### src/hw/rtl/utf8dec_pkg.sv
// types and constants for the utf8 validating decoder
`default_nettype none
package utf8dec_pkg;

   localparam int unsigned BYTE_W  = 8;
   localparam int unsigned CP_W    = 21;
   localparam int unsigned COUNT_W = 3;

   // status codes
   localparam logic STATUS_OK  = 1'b0;
   localparam logic STATUS_ERR = 1'b1;

   // lead byte classes and limits
   localparam logic [BYTE_W-1:0] CONT_MASK  = 8'hc0;
   localparam logic [BYTE_W-1:0] CONT_TAG   = 8'h80;
   localparam logic [BYTE_W-1:0] CTRL_LIMIT = 8'h20;
   localparam logic [BYTE_W-1:0] CHAR_TAB   = 8'h09;
   localparam logic [BYTE_W-1:0] CHAR_LF    = 8'h0a;
   localparam logic [BYTE_W-1:0] CHAR_CR    = 8'h0d;

   localparam logic [CP_W-1:0] MIN_TWO      = 21'h000080;
   localparam logic [CP_W-1:0] MIN_THREE    = 21'h000800;
   localparam logic [CP_W-1:0] MIN_FOUR     = 21'h010000;
   localparam logic [CP_W-1:0] SURR_LOW     = 21'h00d800;
   localparam logic [CP_W-1:0] SURR_HIGH    = 21'h00dfff;
   localparam logic [CP_W-1:0] MAX_THREE    = 21'h00fffd;
   localparam logic [CP_W-1:0] MAX_SCALAR   = 21'h10ffff;

   localparam logic [COUNT_W-1:0] COUNT_NONE  = 3'd0;
   localparam logic [COUNT_W-1:0] COUNT_ONE   = 3'd1;
   localparam logic [COUNT_W-1:0] COUNT_TWO   = 3'd2;
   localparam logic [COUNT_W-1:0] COUNT_THREE = 3'd3;
   localparam logic [COUNT_W-1:0] COUNT_FOUR  = 3'd4;

   // one decoded character
   typedef struct packed {
      logic [CP_W-1:0]    code_point;
      logic [COUNT_W-1:0] byte_count;
      logic               status;
   } decode_result_type;

endpackage
`default_nettype wire

### src/hw/rtl/utf8dec_decode.sv
// combinational decode of one utf8 character from a four-byte window
`default_nettype none
module utf8dec_decode
   import utf8dec_pkg::*;
(
   input  wire logic [BYTE_W-1:0] lead_byte,
   input  wire logic [BYTE_W-1:0] second_byte,
   input  wire logic [BYTE_W-1:0] third_byte,
   input  wire logic [BYTE_W-1:0] fourth_byte,
   output decode_result_type      result
);

   logic              cont1;
   logic              cont2;
   logic              cont3;
   logic [CP_W-1:0]   cp1;
   logic [CP_W-1:0]   cp2;
   logic [CP_W-1:0]   cp3;
   logic [CP_W-1:0]   cp4;
   logic              ok;
   logic [CP_W-1:0]   cp;
   logic [COUNT_W-1:0] len;

   // continuation tags
   assign cont1 = (second_byte & CONT_MASK) == CONT_TAG;
   assign cont2 = (third_byte  & CONT_MASK) == CONT_TAG;
   assign cont3 = (fourth_byte & CONT_MASK) == CONT_TAG;

   // candidate values for each length
   assign cp1 = {13'd0, lead_byte};
   assign cp2 = {10'd0, lead_byte[4:0], second_byte[5:0]};
   assign cp3 = {5'd0, lead_byte[3:0], second_byte[5:0], third_byte[5:0]};
   assign cp4 = {lead_byte[2:0], second_byte[5:0], third_byte[5:0], fourth_byte[5:0]};

   // classify the lead byte and check the value range
   always_comb begin
      ok  = 1'b0;
      cp  = '0;
      len = COUNT_NONE;
      priority if (lead_byte == '0) begin
         ok = 1'b0;
      end else if (lead_byte[7] == 1'b0) begin
         cp  = cp1;
         len = COUNT_ONE;
         ok  = (lead_byte >= CTRL_LIMIT) || (lead_byte == CHAR_TAB) ||
               (lead_byte == CHAR_LF) || (lead_byte == CHAR_CR);
      end else if (lead_byte[7:5] == 3'b110) begin
         cp  = cp2;
         len = COUNT_TWO;
         ok  = cont1 && (cp2 >= MIN_TWO);
      end else if (lead_byte[7:4] == 4'b1110) begin
         cp  = cp3;
         len = COUNT_THREE;
         ok  = cont1 && cont2 && (cp3 >= MIN_THREE) &&
               !((cp3 >= SURR_LOW) && (cp3 <= SURR_HIGH)) && (cp3 <= MAX_THREE);
      end else if (lead_byte[7:3] == 5'b11110) begin
         cp  = cp4;
         len = COUNT_FOUR;
         ok  = cont1 && cont2 && cont3 && (cp4 >= MIN_FOUR) && (cp4 <= MAX_SCALAR);
      end else begin
         ok = 1'b0;
      end
   end

   // errors give zero value and count
   always_comb begin
      if (ok) begin
         result.code_point = cp;
         result.byte_count = len;
         result.status     = STATUS_OK;
      end else begin
         result.code_point = '0;
         result.byte_count = COUNT_NONE;
         result.status     = STATUS_ERR;
      end
   end

endmodule
`default_nettype wire

### src/hw/rtl/utf8_validating_decoder_core.sv
// top level of the utf8 validating decoder
//
//   channel   ports                       handshake
//   request   req_*_byte                  start high, busy low
//   result    rsp_code_point/count/status rsp_strobe, one cycle, no stall
//
// one request is taken every cycle start is high and busy low;
// its result passes the input and result registers around the decode logic
// reset is synchronous; busy is high while reset is high and drops with it
// nothing in flight survives reset
// the receiver cannot stall, so busy never rises outside reset
`default_nettype none
module utf8_validating_decoder_core
   import utf8dec_pkg::*;
(
   input  wire logic                clock,
   input  wire logic                reset,
   input  wire logic                start,
   output logic                     busy,
   input  wire logic [BYTE_W-1:0]   req_lead_byte,
   input  wire logic [BYTE_W-1:0]   req_second_byte,
   input  wire logic [BYTE_W-1:0]   req_third_byte,
   input  wire logic [BYTE_W-1:0]   req_fourth_byte,
   output logic                     rsp_strobe,
   output logic [CP_W-1:0]          rsp_code_point,
   output logic [COUNT_W-1:0]       rsp_byte_count,
   output logic                     rsp_status
);

   logic              req_valid_ff;
   logic              req_valid_in;
   logic [BYTE_W-1:0] lead_ff;
   logic [BYTE_W-1:0] second_ff;
   logic [BYTE_W-1:0] third_ff;
   logic [BYTE_W-1:0] fourth_ff;
   logic              rsp_valid_ff;
   logic              rsp_valid_in;
   decode_result_type result_ff;
   decode_result_type result_in;

   assign busy         = reset;
   assign req_valid_in = start && !busy;
   assign rsp_valid_in = req_valid_ff;

   // input register
   always_ff @(posedge clock) begin
      if (reset) begin
         req_valid_ff <= 1'b0;
      end else begin
         req_valid_ff <= req_valid_in;
      end
      if (req_valid_in) begin
         lead_ff   <= req_lead_byte;
         second_ff <= req_second_byte;
         third_ff  <= req_third_byte;
         fourth_ff <= req_fourth_byte;
      end
   end

   // decode logic
   utf8dec_decode u_decode (
      .lead_byte   (lead_ff),
      .second_byte (second_ff),
      .third_byte  (third_ff),
      .fourth_byte (fourth_ff),
      .result      (result_in)
   );

   // result register
   always_ff @(posedge clock) begin
      if (reset) begin
         rsp_valid_ff <= 1'b0;
      end else begin
         rsp_valid_ff <= rsp_valid_in;
      end
      if (rsp_valid_in) begin
         result_ff <= result_in;
      end
   end

   assign rsp_strobe     = rsp_valid_ff;
   assign rsp_code_point = result_ff.code_point;
   assign rsp_byte_count = result_ff.byte_count;
   assign rsp_status     = result_ff.status;

endmodule
`default_nettype wire

### config.mk
export PLATFORM = sky130hd
export DESIGN_NAME = utf8_validating_decoder_core
export DESIGN_NICKNAME = d
export VERILOG_FILES = /design/src/hw/rtl/utf8dec_pkg.sv /design/src/hw/rtl/utf8dec_decode.sv /design/src/hw/rtl/utf8_validating_decoder_core.sv
export SDC_FILE = /design/constraint.sdc
export NUM_CORES = 1
export LEC_CHECK = 0
export ABC_AREA = 1
export BUFFER_PORTS_ARGS = -buffer_cell sky130_fd_sc_hd__buf_2
export CORE_ASPECT_RATIO = 1.5
export CORE_MARGIN = 2
export CORE_UTILIZATION = 55
export CTS_CLUSTER_SIZE = 20
export DETAILED_ROUTE_END_ITERATION = 16
export GPL_ROUTABILITY_DRIVEN = 0
export MAX_ROUTING_LAYER = met4
export PLACE_DENSITY = 0.82
export SLEW_MARGIN = 20
export SYNTH_ARGS = -nofsm -noshare
export SYNTH_HDL_FRONTEND = slang
export SYNTH_SLANG_ARGS = --single-unit
### constraint.sdc
create_clock -name clock -period 2.97 [get_ports clock]
set_input_delay 0.1485 -clock clock [delete_from_list [all_inputs] [get_ports clock]]
set_output_delay 0.1485 -clock clock [all_outputs]
set_load 0.02 [all_outputs]
==> impl_metrics.json, run 1 <==
{
  "grt_pass1_wl_mm": 8.176,
  "maxSlewViolCount": 0,
  "cp-start-kind": "register",
  "yosys_warnings": 0,
  "path_class": "reg2reg",
  "overflow": 0,
  "total_power_mw": 1.765,
  "port_buffers": 61,
  "cp_num_cells": 8,
  "core_area_mm2": 0.004504,
  "finalHoldViolCount": 0,
  "place_area_mm2": 0.002889,
  "grt_pass1_vias": 1848,
  "cp_max_fo": 17,
  "vias": 1980,
  "nFillCells": 290,
  "avgSynthCellArea_um2": 11.17,
  "critPathSlowestCell": "edfxtp_1",
  "ir_drop_mv": 0.4553,
  "startpoint": "lead_ff[3]",
  "htree_levels": 3,
  "grt_antenna_before_repair": 0,
  "fin_tns_setup_ns": 0,
  "status": "complete, no violations",
  "whs_path_depth": 1,
  "slew_headroom_pct": 35.13,
  "n_antenna_cell": 0,
  "clock_latency_ns": 0.33,
  "grt_max_degree": 33,
  "syn_nets": 263,
  "drv_cap": 0,
  "setup-violations-final": 0,
  "synth-seq-cells": 59,
  "min_path_type": "in2reg",
  "finalNetCount": 360,
  "cpMostUsedCell": "nand2_2",
  "hp-start": "req_fourth_byte[1]",
  "seqCellArea_mm2": 0.001752,
  "cp-end-kind": "register",
  "syn_area_mm2": 0.002546,
  "rsz0062_at_grt": "false",
  "drt_pass1_iterations": 4,
  "syn2layout_area_growth_pct": 31.20,
  "die_y_um": 87.33,
  "cts_setup_buffers": 0,
  "post_cts_resized": 0,
  "post_drt_wl_per_cell_um": 13.60,
  "tightest_slew_ns": 0.9718,
  "p_int_mw": 1.346,
  "syn_inst": 228,
  "drive_gt1_share_pct": 27.58,
  "drc_errors": 0,
  "ys_seq_area_share_pct": 68.80,
  "ys_async_sr_fraction_pct": 0,
  "drt-initial-drc-count": 78,
  "via_per_inst": 5.238,
  "worst-path-buf-inv": 1,
  "fin_ws_ns": 1.039,
  "num_rows": 30,
  "clk_pin_slew_ns": 0.06,
  "comb_power_share_pct": 11.0,
  "track_usage_pct": 22.76,
  "skew_ns": 0.008381,
  "hold-worst-slack_ns": 0.008244,
  "synth_edf_count": 57,
  "io_pins": 62,
  "crit_family": "simple AND/OR/NAND/NOR gates",
  "clock_power_share_pct": 31.6,
  "sw_frac_of_total_pct": 23.72,
  "max_stage_delay_ns": 0.49,
  "wirelength_mm": 5.139,
  "dp_hpwl_mm": 3.243,
  "place_ws_ns": 1.064,
  "p_seq_share_pct": 57.4,
  "hold_buffers": 30,
  "clock_path_buffers": 2,
  "ys.flop_type": "edfxtp_1",
  "min_period_over_period_pct": 65.03,
  "cts_tree": "built",
  "ant_nets": 0,
  "fmax_mhz": 517.8,
  "power_density_mw_per_mm2": 528.3,
  "cp_cell_sequence": "inv_2 > nand3_2 > nor2_4 > nand4_4 > nand2_2 > nand3_4 > nand2_2 > nand2_4",
  "ys_types": 24,
  "p_sw_uw": 418.7,
  "min_period_ns": 1.931,
  "numCtsBuffers": 9,
  "p_leak_nw": 1.306,
  "regToRegStartpoint": "lead_ff[3]",
  "dieArea_mm2": 0.005201,
  "clockRootBuffer": "clkbuf_8",
  "die_w_um": 59.56,
  "worstPathRequired_ns": 3.00,
  "multiInputGateArea_um2": 663.1,
  "r2r_cells": 8,
  "start_util_pct": 56.53,
  "stdcell_area_mm2": 0.003341,
  "crit_arrival_ns": 1.96,
  "cts.sinks": 59
}
cells in the final DEF (no fill, tap or decap), types with 2 or more instances in the layout:
cell and n:
a31oi_1 4, edfxtp_1 57, o211ai_1 4, buf_2 61, nor3_1 2, clkinv_1 4, nand2_2 2, clkbuf_1 2
nand3_1 9, inv_1 25, nor2_2 10, dlygate4sd3_1 30, nor2_1 22, nand2_1 61, a21oi_1 12, clkbuf_8 9
nand4_1 2, inv_2 2, dfxtp_1 2
metal layers:
| layer | routed length [um] | global-route usage (%) |
|---|---|---|
| met4 | 182 | 12.73 |
| met5 | 0 | - |
| met2 | 2841 | 38.56 |
| met3 | 362 | 5.498 |
| met1 | 1753 | 23.53 |
final cells by class:
type	count	area share [%]
sequential	59	52.43
timing repair buffer	92	18.35
multi-input combinational	136	19.85
clock buffer	11	3.933
inverter	27	3.034
clock inverter	5	0.5993
tap	48	1.798
final timing paths:
kind,to,slack (ns)
worst max-delay path,rsp_status,1.04
worst min-delay path,fourth_ff[1],0.008
worst max register to register,rsp_status,1.04
worst min register to register,rsp_code_point[2],0.69
flip-flops by register name, indices dropped and copies added (netlist names):
register / cells
fourth_ff: 8
rsp_status: 1
rsp_strobe: 1
rsp_byte_count: 3
lead_ff: 8
third_ff: 8
rsp_code_point: 21
req_valid_ff: 1
second_ff: 8
through the flow:
stage               cells  util (%)
CTS                   378     74.17
global route          378     74.17
finish                378     74.17
floorplan             228         -
detailed placement    332     64.14
global placement      332     64.14
cell usage after synthesis (all sizes together) (2+ instances only):
cell type  count  area share, %
edfxtp        57             67
nand2         64            9.9
inv           27            4.0
nor2          33            6.0
o211ai         4            1.2
nand4          3            1.3
buf            6            1.3
a31oi          4           0.98
nand3         11            2.9
dfxtp          2            1.6
a21oi         12            2.4
nor3           2           0.39
kinds of logic (layout without fill, tap and decap cells):
group	Yosys count	in the layout	synth area share, %
simple gates	113	113	20.54
buf+inv	33	135	5.258
flops	59	59	68.80
compound gates	23	23	5.405
power groups by stage:
stage / Sequential (mW) / Combinational, mW / Clock, mW
after floorplan: 1.05 / 0.0799 / 0
after global placement: 1.03 / 0.158 / 0
after detailed placement: 1.03 / 0.160 / 0
after CTS: 1.01 / 0.190 / 0.564
after global routing: 1.02 / 0.213 / 0.605
final: 1.01 / 0.194 / 0.558
Note: power is estimated with default switching activity, not from simulation.
==> inputs of run 2 (changes only) <==
CORE_UTILIZATION = 47   (was 55)
PLACE_DENSITY = 0.74   (was 0.82)
clock period = 1.7 ns   (was 2.97 ns; I/O delays follow)
==> impl_metrics.json, run 2 (synthesized netlist as in run 1, its figures left out) <==
{
  "port_buffers": 61,
  "dieArea_mm2": 0.006034,
  "worstPathRequired_ns": 1.87,
  "vias": 2030,
  "startpoint": "lead_ff[1]",
  "die_w_um": 64.10,
  "finish.utilization_pct": 69.89,
  "skew_ns": 0.01076,
  "num_rows": 32,
  "rsz0062_at_grt": "true",
  "htree_levels": 3,
  "grt_max_degree": 33,
  "io_pins": 62,
  "path_class": "reg2reg",
  "setup-violations-final": 0,
  "finalNetCount": 386,
  "finalHoldViolCount": 0,
  "rr_endpoint": "rsp_code_point[7]",
  "largest_reg_flops": 21,
  "final_common_cell": "buf_2",
  "ir_drop_mv": 0.6114,
  "clockRootBuffer": "clkbuf_8",
  "r2r_cells": 8,
  "grt_pass1_vias": 1923,
  "total_power_mw": 3.160,
  "clk_pin_slew_ns": 0.06,
  "wirelength_mm": 5.496,
  "drc_errors": 0,
  "drt_pass1_iterations": 5,
  "r2r_setup_slack_ns": 0.03,
  "maxSlewViolCount": 0,
  "min_period_ns": 1.672,
  "drv_cap": 0,
  "drt-initial-drc-count": 94,
  "die_y_um": 94.15,
  "dp_hpwl_mm": 3.581,
  "cp-end-kind": "register",
  "overflow": 0,
  "min_period_over_period_pct": 98.32,
  "via_per_inst": 4.788,
  "ant_nets": 0,
  "grt_antenna_before_repair": 0,
  "regToRegStartpoint": "lead_ff[1]",
  "min_path_type": "reg2reg",
  "crit_arrival_ns": 1.85,
  "tightest_slew_ns": 0.3856,
  "cp_max_fo": 6,
  "cp-start-kind": "register",
  "fin_tns_setup_ns": 0,
  "slew_headroom_pct": 74.30,
  "crit_end": "rsp_code_point[7]",
  "post_drt_wl_per_cell_um": 12.96,
  "fmax_mhz": 598.3,
  "status": "complete, no violations",
  "final_cell_mix": "buf_2 (61), nand2_1 (58), edfxtp_1 (57)",
  "cts.sinks": 59,
  "p_leak_nw": 1.428,
  "stdcell_area_mm2": 0.003610,
  "syn2layout_area_growth_pct": 41.77,
  "start_util_pct": 49.30,
  "grt_pass1_wl_mm": 8.300,
  "drive_gt1_share_pct": 34.83,
  "clock_path_buffers": 2,
  "place_area_mm2": 0.003012,
  "numCtsBuffers": 9,
  "track_usage_pct": 19.48,
  "hold-worst-slack_ns": 0.4225,
  "power_density_mw_per_mm2": 875.4,
  "core_area_mm2": 0.005165,
  "n_antenna_cell": 0,
  "cts_tree": "built",
  "clock_latency_ns": 0.34
}
[run 2: changes by cell type in the layout (fill, tap and decap cells not counted), moves of 3 or more]
cell | previous run | this run
buf_4 | 1 | 22
dlygate4sd3_1 | 30 | 34
nand2_1 | 61 | 58
nand2_2 | 2 | 5
nor2_1 | 22 | 19
nor2_2 | 10 | 13
[run 2: critical path, stage by stage, from the launching register on]
cell	delay, ns
edfxtp_1	0.53
nor2_1	0.17
nand2_1	0.09
nand2_2	0.10
nand4_4	0.11
nand2_2	0.11
nand3_4	0.08
buf_4	0.16
a31oi_1	0.15
[run 2: cell type report]
| type | count | area (um^2) |
|---|---|---|
| clock inverter | 5 | 20.02 |
| inverter | 27 | 101.3 |
| multi-input combinational | 137 | 709.4 |
| tap | 68 | 85.08 |
| clock buffer | 11 | 131.4 |
| sequential | 59 | 1752 |
| timing repair buffer | 117 | 810.8 |
| fill | 379 | 1555 |
[run 2: repair_timing]
action                                  in CTS  in global routing
endpoints found under the hold margin       34                  0
setup buffers                                1                  7
endpoints found under the setup margin       8                 18
hold buffers                                34                  0
gates cloned                                 0                  1
pin swaps                                    0                  3
resized for setup                            0                 13
[run 2: worst min-delay path by stage]
stage                   endpoint          startpoint  cells past startpoint  slack, ns
floorplan           req_valid_ff               reset                      1       0.16
global placement    fourth_ff[6]  req_fourth_byte[6]                      1       0.26
detailed placement   third_ff[7]   req_third_byte[7]                      1       0.26
CTS                   rsp_strobe        req_valid_ff                      2       0.43
global route        fourth_ff[0]  req_fourth_byte[0]                      2       0.46
finish                rsp_strobe        req_valid_ff                      2       0.42
[run 2: metal layers]
layer / up-vias / share of wire (%) / track usage (%)
met5: - / 0 / -
met4: 0 / 4.7 / 15.07
li1: 1015 / - / -
met2: 79 / 55 / 34.29
met1: 912 / 35 / 18.48
met3: 24 / 5.3 / 3.477
[run 2: power breakdown]
group          switching (mW)  internal [mW]  total [mW]  leakage, nW
sequential             0.0485           1.70        1.75        0.526
clock                   0.487          0.506       0.992       0.0773
combinational           0.231          0.188       0.419        0.825
total                   0.767           2.39        3.16         1.43
[run 2: stage by stage]
stage,setup slack (ns),std cells
floorplan,0.1212,228
global placement,0.05379,365
detailed placement,-0.008550,365
CTS,0.02516,416
global route,-0.07867,424
finish,0.02848,424
==> inputs of run 3 (changes only) <==
CELL_PAD_IN_SITES_DETAIL_PLACEMENT = 1   (was not set)
CELL_PAD_IN_SITES_GLOBAL_PLACEMENT = 2   (was not set)
CORE_UTILIZATION = 30   (was 47)
PLACE_DENSITY = not set   (was 0.74)
PLACE_DENSITY_LB_ADDON = 0.1   (was not set)
==> impl_metrics.json, run 3 (synthesized netlist as in run 1, its figures left out) <==
{
  "cp-start-kind": "register",
  "grt_pass1_vias": 1919,
  "dp_hpwl_mm": 4.458,
  "dp.cells": 414,
  "grt_max_degree": 33,
  "post_drt_wl_per_cell_um": 13.00,
  "wirelength_mm": 6.069,
  "core_area_mm2": 0.008310,
  "r2r_cells": 7,
  "sw_frac_of_total_pct": 22.67,
  "whs_path_depth": 2,
  "comb_power_share_pct": 11.9,
  "final_common_cell": "buf_2",
  "htree_levels": 3,
  "fmax_mhz": 598.9,
  "drt_pass1_iterations": 4,
  "drv_cap": 0,
  "p_seq_share_pct": 47.4,
  "grt_pass1_wl_mm": 9.494,
  "die_w_um": 79.22,
  "drive_gt1_share_pct": 35.28,
  "finalNetCount": 391,
  "clockRootBuffer": "clkbuf_16",
  "cpMostUsedCell": "buf_4",
  "crit_arrival_ns": 1.73,
  "ant_nets": 0,
  "grt_antenna_before_repair": 0,
  "clock_path_buffers": 2,
  "place_area_mm2": 0.003148,
  "cp_max_fo": 6,
  "io_pins": 62,
  "cp-end-kind": "register",
  "slew_headroom_pct": 73.24,
  "drt-initial-drc-count": 61,
  "stdcell_area_mm2": 0.003809,
  "drc_errors": 0,
  "min_period_over_period_pct": 98.22,
  "skew_ns": 0.007037,
  "track_usage_pct": 14.70,
  "final_cells": 467,
  "start_util_pct": 30.64,
  "setup-violations-final": 0,
  "clk_pin_slew_ns": 0.05,
  "status": "complete, no violations",
  "numCtsBuffers": 9,
  "vias": 1989,
  "die_y_um": 116.8,
  "path_class": "reg2reg",
  "power_density_mw_per_mm2": 969.4,
  "via_per_inst": 4.259,
  "min_period_ns": 1.670,
  "largest_reg_flops": 21,
  "p_int_mw": 2.855,
  "clock_power_share_pct": 40.7,
  "maxSlewViolCount": 0,
  "worstPathRequired_ns": 1.76,
  "overflow": 0,
  "p_leak_nw": 1.507,
  "cts_tree": "built",
  "crit_family": "buffers and inverters",
  "finalHoldViolCount": 0,
  "ir_drop_mv": 0.6890,
  "p_sw_uw": 837.1,
  "cp_cell_sequence": "buf_4 > buf_6 > nor2_2 > nor2_1 > o41ai_1 > buf_4 > nand2_4",
  "cts.sinks": 59,
  "syn2layout_area_growth_pct": 49.58,
  "tightest_slew_ns": 0.4014,
  "final_cell_mix": "buf_2 (61), nand2_1 (59), edfxtp_1 (57)",
  "n_antenna_cell": 0,
  "port_buffers": 61,
  "clock_latency_ns": 0.33,
  "min_path_type": "in2reg",
  "worst-path-buf-inv": 3,
  "max_stage_delay_ns": 0.45,
  "rsz0062_at_grt": "true",
  "critPathSlowestCell": "edfxtp_1",
  "dieArea_mm2": 0.009255,
  "num_rows": 41,
  "cp_num_cells": 7
}
[run 3: cell count changes in the layout (fill, tap and decap cells not counted), moves of 2 or more]
cell / previous run / this run
clkbuf_16: 0 / 9
clkbuf_8: 9 / 0
buf_4: 22 / 25
nand2_2: 5 / 3
[run 3: repair_timing]
item,4_1_cts,5_1_grt
hold buffers,34,0
setup buffers,0,3
gates resized for setup,1,11
gates cloned,0,1
pin swaps,0,6
setup endpoints to repair,2,19
endpoints found under the hold margin,34,0
[run 3: through the flow]
stage	setup TNS [ns]	worst slack (ns)	hold slack [ns]	utilization (%)	total power [mW]
6_report	0	0.03019	0.4663	45.83	3.692
5_1_grt	-0.3104	-0.03955	0.4669	45.83	3.864
4_1_cts	0	0.05435	0.4461	45.02	3.734
3_5_place_dp	0	0.03631	0.2633	37.88	2.139
3_3_place_gp	-0.02852	-0.02852	0.2610	37.88	2.134
2_1_floorplan	0	0.1212	0.1574	-	1.966
[run 3: area by class of cell]
class	instances	area, um^2
well taps	107	133.9
repair buffers	122	864.6
fillers	959	4502
clock buffers	10	229.0
multi-input cells	137	706.9
clock inverters	5	21.27
inverters	27	101.3
flip-flops and latches	59	1752
[run 3: power by group through the flow]
stage / registers [mW] / logic, mW / clock network (mW)
floorplan: 1.83 / 0.140 / 0
global placement: 1.78 / 0.359 / 0
detailed placement: 1.78 / 0.360 / 0
CTS: 1.75 / 0.420 / 1.56
finish: 1.75 / 0.439 / 1.50
global route: 1.76 / 0.483 / 1.62
[run 3: routing by layer]
metal,vias up,GRT usage [%],wire length [um]
li1,1024,-,-
met1,908,15.52,2368
met2,46,25.03,3296
met4,0,8.621,131
met5,-,-,0
met3,11,3.451,272
[run 3: final timing paths]
check	startpoint	endpoint	slack, ns
worst max-delay path	lead_ff[2]	rsp_status	0.03
worst min-delay path	req_third_byte[4]	third_ff[4]	0.47
worst max register to register	lead_ff[2]	rsp_status	0.03
worst min register to register	third_ff[1]	rsp_code_point[7]	0.67
